**src/rtl/tdpt_pkg.sv**
```systemverilog
package tdpt_pkg;

	localparam int VALUE_WIDTH = 32;
	localparam int CNT_W       = $clog2(VALUE_WIDTH);

	typedef logic [VALUE_WIDTH-1:0] value_t;
	typedef logic [CNT_W-1:0]       cnt_t;

	localparam value_t SMALLEST_PRIME = value_t'(2);
	localparam value_t FIRST_ODD_DIV  = value_t'(3);
	localparam value_t ODD_STEP       = value_t'(2);
	localparam cnt_t   LAST_BIT       = cnt_t'(VALUE_WIDTH - 1);

	typedef enum logic [1:0] {
		ST_IDLE,
		ST_DIV,
		ST_REPORT
	} state_t;

endpackage

```
**src/rtl/tdpt_div.sv**
```systemverilog
module tdpt_div (
	input  logic             clk,
	input  logic             arst_n,
	input  logic             start,
	input  tdpt_pkg::value_t dividend,
	input  tdpt_pkg::value_t divisor,
	output logic             busy,
	output logic             done,
	output tdpt_pkg::value_t quotient,
	output tdpt_pkg::value_t remainder
);

	logic                              busy_q;
	logic                              done_q;
	tdpt_pkg::cnt_t                    cnt_q;
	tdpt_pkg::value_t                  rem_q;
	tdpt_pkg::value_t                  dq_q;
	tdpt_pkg::value_t                  dvs_q;
	logic [tdpt_pkg::VALUE_WIDTH:0]    trial;
	logic [tdpt_pkg::VALUE_WIDTH:0]    diff;
	logic                              ge;
	tdpt_pkg::value_t                  rem_nxt;

	always_comb begin
		trial   = {rem_q, dq_q[tdpt_pkg::VALUE_WIDTH-1]};
		diff    = trial - {1'b0, dvs_q};
		ge      = !diff[tdpt_pkg::VALUE_WIDTH];
		rem_nxt = ge ? diff[tdpt_pkg::VALUE_WIDTH-1:0] : trial[tdpt_pkg::VALUE_WIDTH-1:0];
	end

	always_ff @(posedge clk or negedge arst_n) begin
		if (!arst_n) begin
			busy_q <= 1'b0;
			done_q <= 1'b0;
			cnt_q  <= '0;
		end else begin
			done_q <= 1'b0;
			if (start) begin
				busy_q <= 1'b1;
				cnt_q  <= '0;
			end else if (busy_q) begin
				cnt_q <= cnt_q + 1'b1;
				if (cnt_q == tdpt_pkg::LAST_BIT) begin
					busy_q <= 1'b0;
					done_q <= 1'b1;
				end
			end
		end
	end

	always_ff @(posedge clk) begin
		if (start) begin
			rem_q <= '0;
			dq_q  <= dividend;
			dvs_q <= divisor;
		end else if (busy_q) begin
			rem_q <= rem_nxt;
			dq_q  <= {dq_q[tdpt_pkg::VALUE_WIDTH-2:0], ge};
		end
	end

	assign busy      = busy_q;
	assign done      = done_q;
	assign quotient  = dq_q;
	assign remainder = rem_q;

endmodule

```
**config.mk**
```make
export PLATFORM = sky130hd
export DESIGN_NAME = tdpt_div
export DESIGN_NICKNAME = d
export VERILOG_FILES = /design/src/rtl/tdpt_pkg.sv /design/src/rtl/tdpt_div.sv
export SDC_FILE = /design/constraint.sdc
export NUM_CORES = 1
export LEC_CHECK = 0
export BUFFER_PORTS_ARGS = -buffer_cell sky130_fd_sc_hd__buf_4
export CORE_MARGIN = 2
export CORE_UTILIZATION = 34
export CTS_BUF_LIST = sky130_fd_sc_hd__clkbuf_2
export DETAILED_ROUTE_END_ITERATION = 7
export GPL_TIMING_DRIVEN = 0
export SYNTH_ARGS = -nofsm -noshare
export SYNTH_HDL_FRONTEND = slang
export SYNTH_SLANG_ARGS = --single-unit
export TNS_END_PERCENT = 30
```
**constraint.sdc**
```tcl
create_clock -name clk -period 4.8 [get_ports clk]
set_clock_uncertainty 0.1 [all_clocks]
set_input_delay 0.72 -clock clk [delete_from_list [all_inputs] [get_ports clk]]
set_output_delay 0.72 -clock clk [all_outputs]
set_load 0.01 [all_outputs]
```
### After elaboration in Yosys (flattened, before gate mapping)

Index checks and enable logic that the tools add are counted.

| storage, ports and cells | value |
|---|---|
| register bits | 103 |
| bits in latches | 0 |
| RAM bits | 0 |
| memory bits (read-only) | 0 |
| input bits | 67 |
| output and inout bits | 66 |
| logic and storage cells | 22 |
| memories kept | 0 |

| operators by class | value |
|---|---|
| add/subtract/negate cells | 2 |
| multiply operators | 0 |
| divide/modulo/power cells | 0 |
| $lt $le $gt $ge | 0 |
| equality and inequality tests | 1 |
| shift-type cells | 0 |
| multiplexer cells | 11 |
| bitwise gates (word level) | 0 |
| reductions and logical operators | 2 |

Operators by type and width:

| kind | count |
|---|---|
| $mux W32 | 3 |
| $sub A33 B32 Y33 | 1 |
| $mux W5 | 2 |
| $mux W1 | 6 |
| $add A5 B1 Y5 const B | 1 |
| $eq A5 B5 Y1 const B | 1 |
| $reduce_bool A2 Y1 | 1 |
| $logic_not A1 Y1 | 1 |

### Longest topological paths before layout

Gate-level depths: netlist (run 1).

| depth | value |
|---|---|
| word-level depth | 4 |
| depth in mapped cells | 13 |
| depth with buffers taken out | 12 |

### Least setup slack after synthesis (run 1)

OpenSTA, ideal clock, no wires.

| timing | value |
|---|---|
| kind | reg2reg |
| start point | register dq_q[31] (netlist: quotient[31]) |
| end point | register rem_q[0] (netlist: remainder[0]) |
| setup time | 0.086 ns |
| arrival time | 2.819 ns |
| data required time | 4.614 ns |
| slack | 1.795 ns |
| cell stages (with the launch flop) | 13 |
| path buffers | 0 |
| clock period less this slack | 3.005 ns |
| cells stage by stage | edfxtp_1 > inv_1 > ha_1 > fa_1 > nand2b_1 > a21oi_1 > o21a_2 > nand4bb_1 > and4_4 > a31oi_4 > xnor2_4 > mux2_2 > a211oi_1 |

| between the ends | value |
|---|---|
| word-level cells in the longest chain between the ends | 2 |

Ends and longest elaborated chain:

| item | RTL line | source |
|---|---|---|
| start: declaration | tdpt_div.sv:17 | `tdpt_pkg::value_t dq_q;` |
| start signal: assignment | tdpt_div.sv:54 | `dq_q <= dividend;` |
| start signal: assignment | tdpt_div.sv:58 | `dq_q <= {dq_q[tdpt_pkg::VALUE_WIDTH-2:0], ge};` |
| $sub A33 B32 Y33 | tdpt_div.sv:26 | `diff = trial - {1'b0, dvs_q};` |
| $mux W32 (*) | tdpt_div.sv:28 | `rem_nxt = ge ? diff[tdpt_pkg::VALUE_WIDTH-1:0] : trial[tdpt_pkg::VALUE_WIDTH-1:0];` |
| end signal: assignment | tdpt_div.sv:57 | `rem_q <= rem_nxt;` |
| end: declaration | tdpt_div.sv:16 | `tdpt_pkg::value_t rem_q;` |

Every way passes the cells marked *; elsewhere a longest branch is shown, timed or not.
A chain may end at the register's enable or synchronous reset.

### Worst setup path in the final report (run 1)

| timing | value |
|---|---|
| start point | register dq_q[31] (netlist: quotient[31]) |
| end point | register rem_q[27] (netlist: remainder[27]) |

| between the ends | value |
|---|---|
| word-level cells in the longest chain between the ends | 2 |

Ends and longest elaborated chain:

| item | RTL line |
|---|---|
| $sub A33 B32 Y33 | tdpt_div.sv:26 |
| $mux W32 | tdpt_div.sv:28 |

Every way passes these cells.

==> reports/summary.md, run 1 <==
The peak per-stage delay on the critical path works out to 450 ps. Measured along the x axis, the die boundary spans 135 um. The net count after synthesis was 629; the routed via count was 4,453.

In the final timing run, aggregate negative setup slack is 0 ps. Async set-or-reset flop fraction in the synthesized netlist: 0.0680. The worst setup path is captured at a flip-flop.

Yosys mapped the design onto 56 distinct sky130hd cell types. The sequential element share of the synthesized area is 0.471. The final hold violation count is 0, and the final wirelength is 14,300 um. The path class of the lowest-slack min-delay path is in -> reg.

By area the synthesized netlist is led by edfxtp_1 (33%), dfxtp_1 (11%), ha_1 (7.3%). TritonCTS created 9 clock buffers. For the standard-cell row count, the log shows 47.

The critical path goes through inv_1 -> ha_1 -> fa_1 -> nand2b_1 -> a21oi_1 -> o21a_2 -> nand4bb_1 -> and4_4 -> a31oi_4 -> xnor2_4 -> buf_6 -> nand3b_1 -> a311oi_1. Number of enable-type register cells in the synthesized netlist: 64. The power after layout came out at 3.74 mW. A synthesized cell averages 11.0 um^2. The layout has 1,632 filler cells. The tools report the required arrival time at the worst endpoint as 5250 ps. The share of layout cells above drive strength 1 was 0.287; the sequential standard cell area was 0.00274 mm^2.

Of all nets on the critical path, the largest fanout is 10. Via count of the first global-routing pass: 4,529. After routing the design area is 0.00723 mm^2.

The number of synthesized register bits was 103. The later pin in the worst-skew pair is clocked with a latency of 650 ps. The number of antenna violations at the first check in global routing is 1, and the per-cell routed wire length is 15.9 um. Cell accounting for the most synthesized area: edfxtp_1. In this run the standard cell core region covers 0.0166 mm^2. The die covers 0.0182 mm^2.

Pin count of the biggest net entering global routing: 34. The slew at the pin with the worst max-slew slack is 758 ps, and the routability congestion estimate from global placement is 0.893. By startpoint and endpoint, the worst setup path is classified as reg -> reg. Among all flip-flop cells after synthesis, the most frequent one is edfxtp_1. Using the TritonRoute via totals, the vias-per-cell ratio works out to 4.96.

Number of buffers inserted to repair setup after CTS: 0. The worst path needs 3500 ps of the cycle, external delays included. For this run, the detailed router's first-pass iteration total came to 5. For the aggregate global-route resource usage, the log shows 0.160. The tools report the number of pins with negative max-slew slack in the final report as 0. The flow ran to the end, and the final reports show no timing, DRC or antenna violations. The tools report the post-route core utilization as 0.434.

The achievable frequency was 0.286 GHz. TritonCTS built the clock tree. The starting utilization of the core area was 0.349; the area share of the leading cell type in the synthesized netlist was 0.331. CTS built an H-tree with a depth of 3. In this run the vertical extent of the chip is 135 um. The placed standard-cell area was 0.00708 mm^2; the remaining max-slew budget at the tightest pin was 0.495. The final-report setup violation count came out at 0. The run gives 0 as the remaining global-route overflow. The sink count of the clock tree was 103; the number of nets at the end of the flow was 773. Sort of element at the start of the critical path: a flip-flop. IR analysis of the VDD net gives a maximum drop of 0.000193 V.

The run gives 527 as the number of instances in the synthesized netlist. Clock slew at the register clock pins of the worst setup and hold paths: 310 ps. Ratio of final minimum period to clock period: 0.729. Setup repair after global routing left no endpoint under its margin. Max-cap violations in this run came to 0. For the number of instances in the placed design, the log shows 879. For this run, the number of standard cells in the final layout without fillers is 897. The power density over cell area was 518 mW/mm^2; the combined area of all synthesized cells was 0.00581 mm^2. The analysis attributes to cell leakage a power of 3.18 nW. The detailed router finished its first iteration with 237 violations. The layout overhead on the synthesized area is 24.4%. CTS placed an instance of clkbuf_2 at the clock tree root. The count of nets left with antenna violations once routing finished came out at 0. The tools report the number of remaining DRC errors as 0. The endpoint arrival time on the critical path was 3950 ps; the total number of yosys warnings was 0. The port buffer count is 132. The wire length of the first global-routing pass came out at 22,800 um. In the final layout, the multi-input gates occupy 0.00282 mm^2. The maximum clock path buffer count is 2. The slowest stage of the critical path is the edfxtp_1 cell. The total I/O pin count came out at 133. Summed over all nets, the half-perimeter wirelength after detailed placement is 10,700 um.
## area by class of cell
type,count,area share
clock inverters,7,0.0128
flip-flops and latches,103,0.379
diodes,1,0.000346
clock buffers,9,0.00623
repair buffers,133,0.138
multi-input cells,361,0.390
inverters,40,0.0208
plain buffers,23,0.0151
well taps,220,0.0381
## critical path, delay by kind of cell, from the launching register on
kind                     cells  cell delay (ps)
AO/OA/AOI/OAI                4              820
AND/OR/NAND/NOR              4              790
adder cells (fa/ha/maj)      2              640
flip-flops                   1              450
buffers and inverters        2              310
XOR/XNOR                     1              310
## state kept, by name, indices dropped and copies added (netlist names)
register / flops
quotient: 32
cnt_q: 5
done: 1
dvs_q: 32
remainder: 32
busy: 1
## path summary, 6_finish.rpt
kind / slack [ps] / end / startpoint / cells past startpoint
max reg2reg: 1300 / remainder[27] / quotient[31] / 13
max in group asynchronous: 4190 / done / arst_n / 2
max: 1300 / remainder[27] / quotient[31] / 13
min reg2reg: 440 / remainder[17] / remainder[17] / 2
min: 110 / dvs_q[0] / divisor[0] / 1
min in group asynchronous: 260 / cnt_q[4] / arst_n / 2
## cell usage after synthesis, types with 2 or more instances
master and number:
a211o_1 2, a211oi_1 31, a21boi_0 2, a21o_1 11, a21oi_1 28, a221oi_1 2
a311oi_1 2, a31oi_1 2, a41o_1 2, a41oi_1 3, and2_1 4, and3_1 7
buf_1 2, buf_6 3, clkbuf_1 18, dfrtp_1 7, dfxtp_1 32, edfxtp_1 64
ha_1 34, inv_1 40, mux2_2 34, mux2i_1 31, nand2_1 19, nand2b_1 7
nand3_1 4, nand4_1 5, nor2_1 49, nor2b_1 3, nor3_1 4, o21a_1 4
o21ai_0 10, o21bai_1 5, o22ai_1 3, or2_2 2, xnor2_1 19, xor2_1 12
## timing repair
item                      4_1_cts  5_1_grt
hold endpoints to repair        7        0
hold buffers                    1        0
gates resized for setup         0        0
## cells in the final DEF (no fill, tap or decap), types with 3 or more instances in the layout
cell type  instances
mux2_2            34
nor2_1            49
edfxtp_1          64
o22ai_1            3
a21o_1            11
o21ai_0           10
nor2b_1            3
dfrtp_1            7
inv_1             40
ha_1              34
a41oi_1            3
a21oi_1           28
clkbuf_2           9
buf_6              3
buf_4            132
nand4_1            5
clkbuf_1          18
o21a_1             4
a211oi_1          31
dfxtp_1           32
nor3_1             4
and3_1             7
xnor2_1           19
and2_1             4
nand2_1           19
xor2_1            12
nand3_1            4
o21bai_1           5
mux2i_1           31
nand2b_1           7
## per-layer routing
metal,vias to the layer above,share of wire,global-route usage
li1,2229,-,-
met1,2106,0.45,0.200
met2,99,0.50,0.276
met3,19,0.038,0.0375
met4,0,0.014,0.0444
met5,-,0,0
## cell families (layout without fill, tap and decap cells)
| family | after synthesis | in the layout | synth area share |
|---|---|---|---|
| compound gates | 121 | 121 | 0.150 |
| xor+xnor | 32 | 32 | 0.0514 |
| fa+ha+maj | 35 | 35 | 0.0766 |
| buf+inv | 63 | 212 | 0.0445 |
| flops | 103 | 103 | 0.471 |
| mux | 65 | 65 | 0.119 |
| other cells | 0 | 1 | 0 |
| simple gates | 108 | 108 | 0.0874 |
## power breakdown
part	internal, mW	switching, mW	total [mW]
Sequential	1.13	0.185	1.32
Clock	0.175	0.315	0.489
Combinational	0.952	0.986	1.94
Total	2.26	1.49	3.74
## per-stage QoR
stage,worst slack (ps),hold WS [ps]
floorplan,1800,324
global placement,1380,411
detailed placement,1370,414
CTS,1280,66.0
global route,1010,27.8
finish,1300,112
No activity file was read; power rests on OpenSTA's default activity.
==> inputs of run 2 (changes only) <==
clock period = 3.2 ns   (was 4.8 ns; I/O delays follow)
==> run 2 against run 1 <==
  * Clock-buffer cell count unchanged
  * Critical path depth decreased by 1
  * Final cell count increased by 8.5%
  * Register-to-register slack got worse by 1300 ps
  * Sequential share of layout area decreased by 4.3 points
  * Sequential power increased by 50%
  * Largest power group unchanged
  * Non-clock buffer count increased by 76
  * Largest cell class unchanged
  * Clock power increased by 51%
  * Cell area increased by 13%
==> reports/summary.md, run 2 (synthesis gave the netlist of run 1 again) <==
The flow ran to the end, and the final reports show no timing, DRC or antenna violations. The tools report the number of iterations in the first detailed-routing pass as 4. The most common library cell in the layout ignoring fill and taps was buf_4.

The shortest clock period the worst path allows after layout was 3150 ps. In this run the standard cell core region covers 0.0166 mm^2. The critical path is of the reg -> reg type. The full die area was 0.0182 mm^2. Via count of the first global-routing pass: 4,878. The total I/O pin count came out at 133.

After detailed routing, the average wire length per cell comes to 15.4 um. The logs give 0 for the final hold violation count and 0.317 GHz for the achievable frequency. Data on the critical path is required at its endpoint by 3620 ps.

The critical path goes through ha_2 -> a21o_1 -> a21oi_1 -> a21oi_1 -> nand4bb_4 -> and4_4 -> a31oi_4 -> xnor2_4 -> buf_12 -> buf_12 -> mux2i_2 -> a211oi_2. Ratio of final minimum period to clock period: 0.985. Setup repair after global routing could not meet its margin everywhere.

For the pin with the worst max-slew slack, the measured transition is 763 ps. The floorplan has 47 rows. The count of buffers added on input and output ports is 132. Clock-pin slew was measured on the worst setup and hold paths at 290 ps.

At the end of routability-driven placement, the weighted congestion stood at 0.893. After the last flow step, the layout net total stands at 849. The number of pins with negative max-slew slack in the final report came out at 0. In the routed design, unresolved DRC markers number 0.

The tools report the pin count of the biggest net entering global routing as 34. The tool flagged a number of max-cap violations equal to 0. The detail route stage leaves a number of antenna-violating nets equal to 0.

Summing all flip-flop and latch instances after layout gives 0.00274 mm^2. In this run, the number of DRC markers left after iteration 0 of detailed routing was 216. The HPWL after detailed placement is 10,700 um.

The clock net in this run drives a total of 103 sinks. STA classifies the critical path startpoint as a flip-flop. The starting utilization of the core area was 0.349; the die boundary height was 135 um.

The number of antenna violations at the first check in global routing is 1, and the final-report setup violation count is 0. Share of layout cells above drive strength 1: 0.303. The aggregate global-route resource usage is 0.168, and the remaining global-route overflow is 0.

The leakage power summed over all cells is 3.55 nW, and the count of H-tree levels built during CTS is 3. The layout has 1,546 filler cells. The tools report the routed via count as 4,751. Largest fanout of any net on the critical path: 10. The min-delay analysis places its worst path in the category in -> reg. The maximum ir drop on the vdd rail came out at 0.000333 V. The tools report the cell at the root of the clock tree as clkbuf_2. Peak per-stage delay on the critical path: 460 ps. For this block, the routed nets add up to 15,000 um of wire. Remaining max-slew budget at the tightest pin: 0.492. Dividing the detail-routed via count by the number of cells gives 4.88.

The power density over cell area is 746 mW/mm^2, and the total negative slack for setup checks is 0 ps. In the layout the commonest cells are buf_4 (140), dlygate4sd3_1 (66), edfxtp_1 (64), nor2_1 (49), inv_1 (39). The die is 135 um wide. The power after layout was 6.09 mW; the maximum clock path buffer count was 2. The endpoint arrival time on the critical path is 3570 ps, and the layout overhead on the synthesized area is 40.3%. The slowest stage of the critical path is the dfxtp_2 cell. Counting the buffers created by CTS gives 9. TritonCTS built the clock tree. The later pin in the worst-skew pair is clocked with a latency of 650 ps. The run gives 24,100 um as the wire length of the first global-routing pass. The nature of the critical path endpoint was a flip-flop. In the final layout, the multi-input gates occupy 0.00296 mm^2.
[run 2: changes by cell type in the layout (fill, tap and decap cells not counted), sizes merged]
cell and delta:
buf +11, dlygate4sd3 +65
[run 2: final timing paths]
kind | slack (ps) | from | cells past startpoint | end
setup / recovery | 50 | remainder[9] | 12 | remainder[11]
hold / removal | 90 | dividend[21] | 2 | quotient[21]
setup reg to reg | 50 | remainder[9] | 12 | remainder[11]
hold reg to reg | 440 | remainder[17] | 2 | remainder[17]
max in group asynchronous | 1640 | arst_n | 4 | cnt_q[1]
min in group asynchronous | 560 | arst_n | 3 | busy
[run 2: layout make-up]
type,instances,share of cell area
diodes,1,0.000307
plain buffers,23,0.0159
clock buffers,9,0.00552
clock inverters,7,0.0113
inverters,40,0.0184
multi-input cells,361,0.362
flip-flops and latches,103,0.336
well taps,220,0.0337
repair buffers,209,0.217
[run 2: worst max-delay path, delay by kind of cell (launching register included)]
kind | cells | cell delay [ps]
simple gates | 2 | 510
xor+xnor | 1 | 150
compound gates | 5 | 920
buf+inv | 2 | 310
fa+ha+maj | 1 | 330
mux | 1 | 230
flops | 1 | 460
[run 2: metal layers]
metal,global-route usage,vias to the layer above,wire [um],share of wire
li1,-,2373,-,-
met4,0.0450,0,201,0.013
met2,0.290,95,7650,0.51
met3,0.0368,22,498,0.033
met1,0.212,2261,6670,0.44
met5,0,-,0,0
[run 2: timing repair]
item	4_1_cts	5_1_grt
cloned	1	0
endpoints found under the setup margin	33	33
endpoints found under the hold margin	69	1
hold buffers	65	1
buffers inserted	5	5
gates resized for setup	12	24
pin swaps	3	19
[run 2: through the flow]
step,cell area (um^2),cells,util,hold WS [ps],setup WS [ps]
after floorplan,5810,527,-,84.4,195
after CTS,8000,966,0.481,1.84,0.382
after global routing,8160,973,0.490,9.46,-101
after global placement,7080,879,0.425,193,-221
final,8160,973,0.490,88.7,48.3
after detailed placement,7080,879,0.425,197,-233
[run 2: power by group]
part           switching, mW  internal (mW)
sequential             0.284           1.70
clock                  0.474          0.262
combinational           1.62           1.75
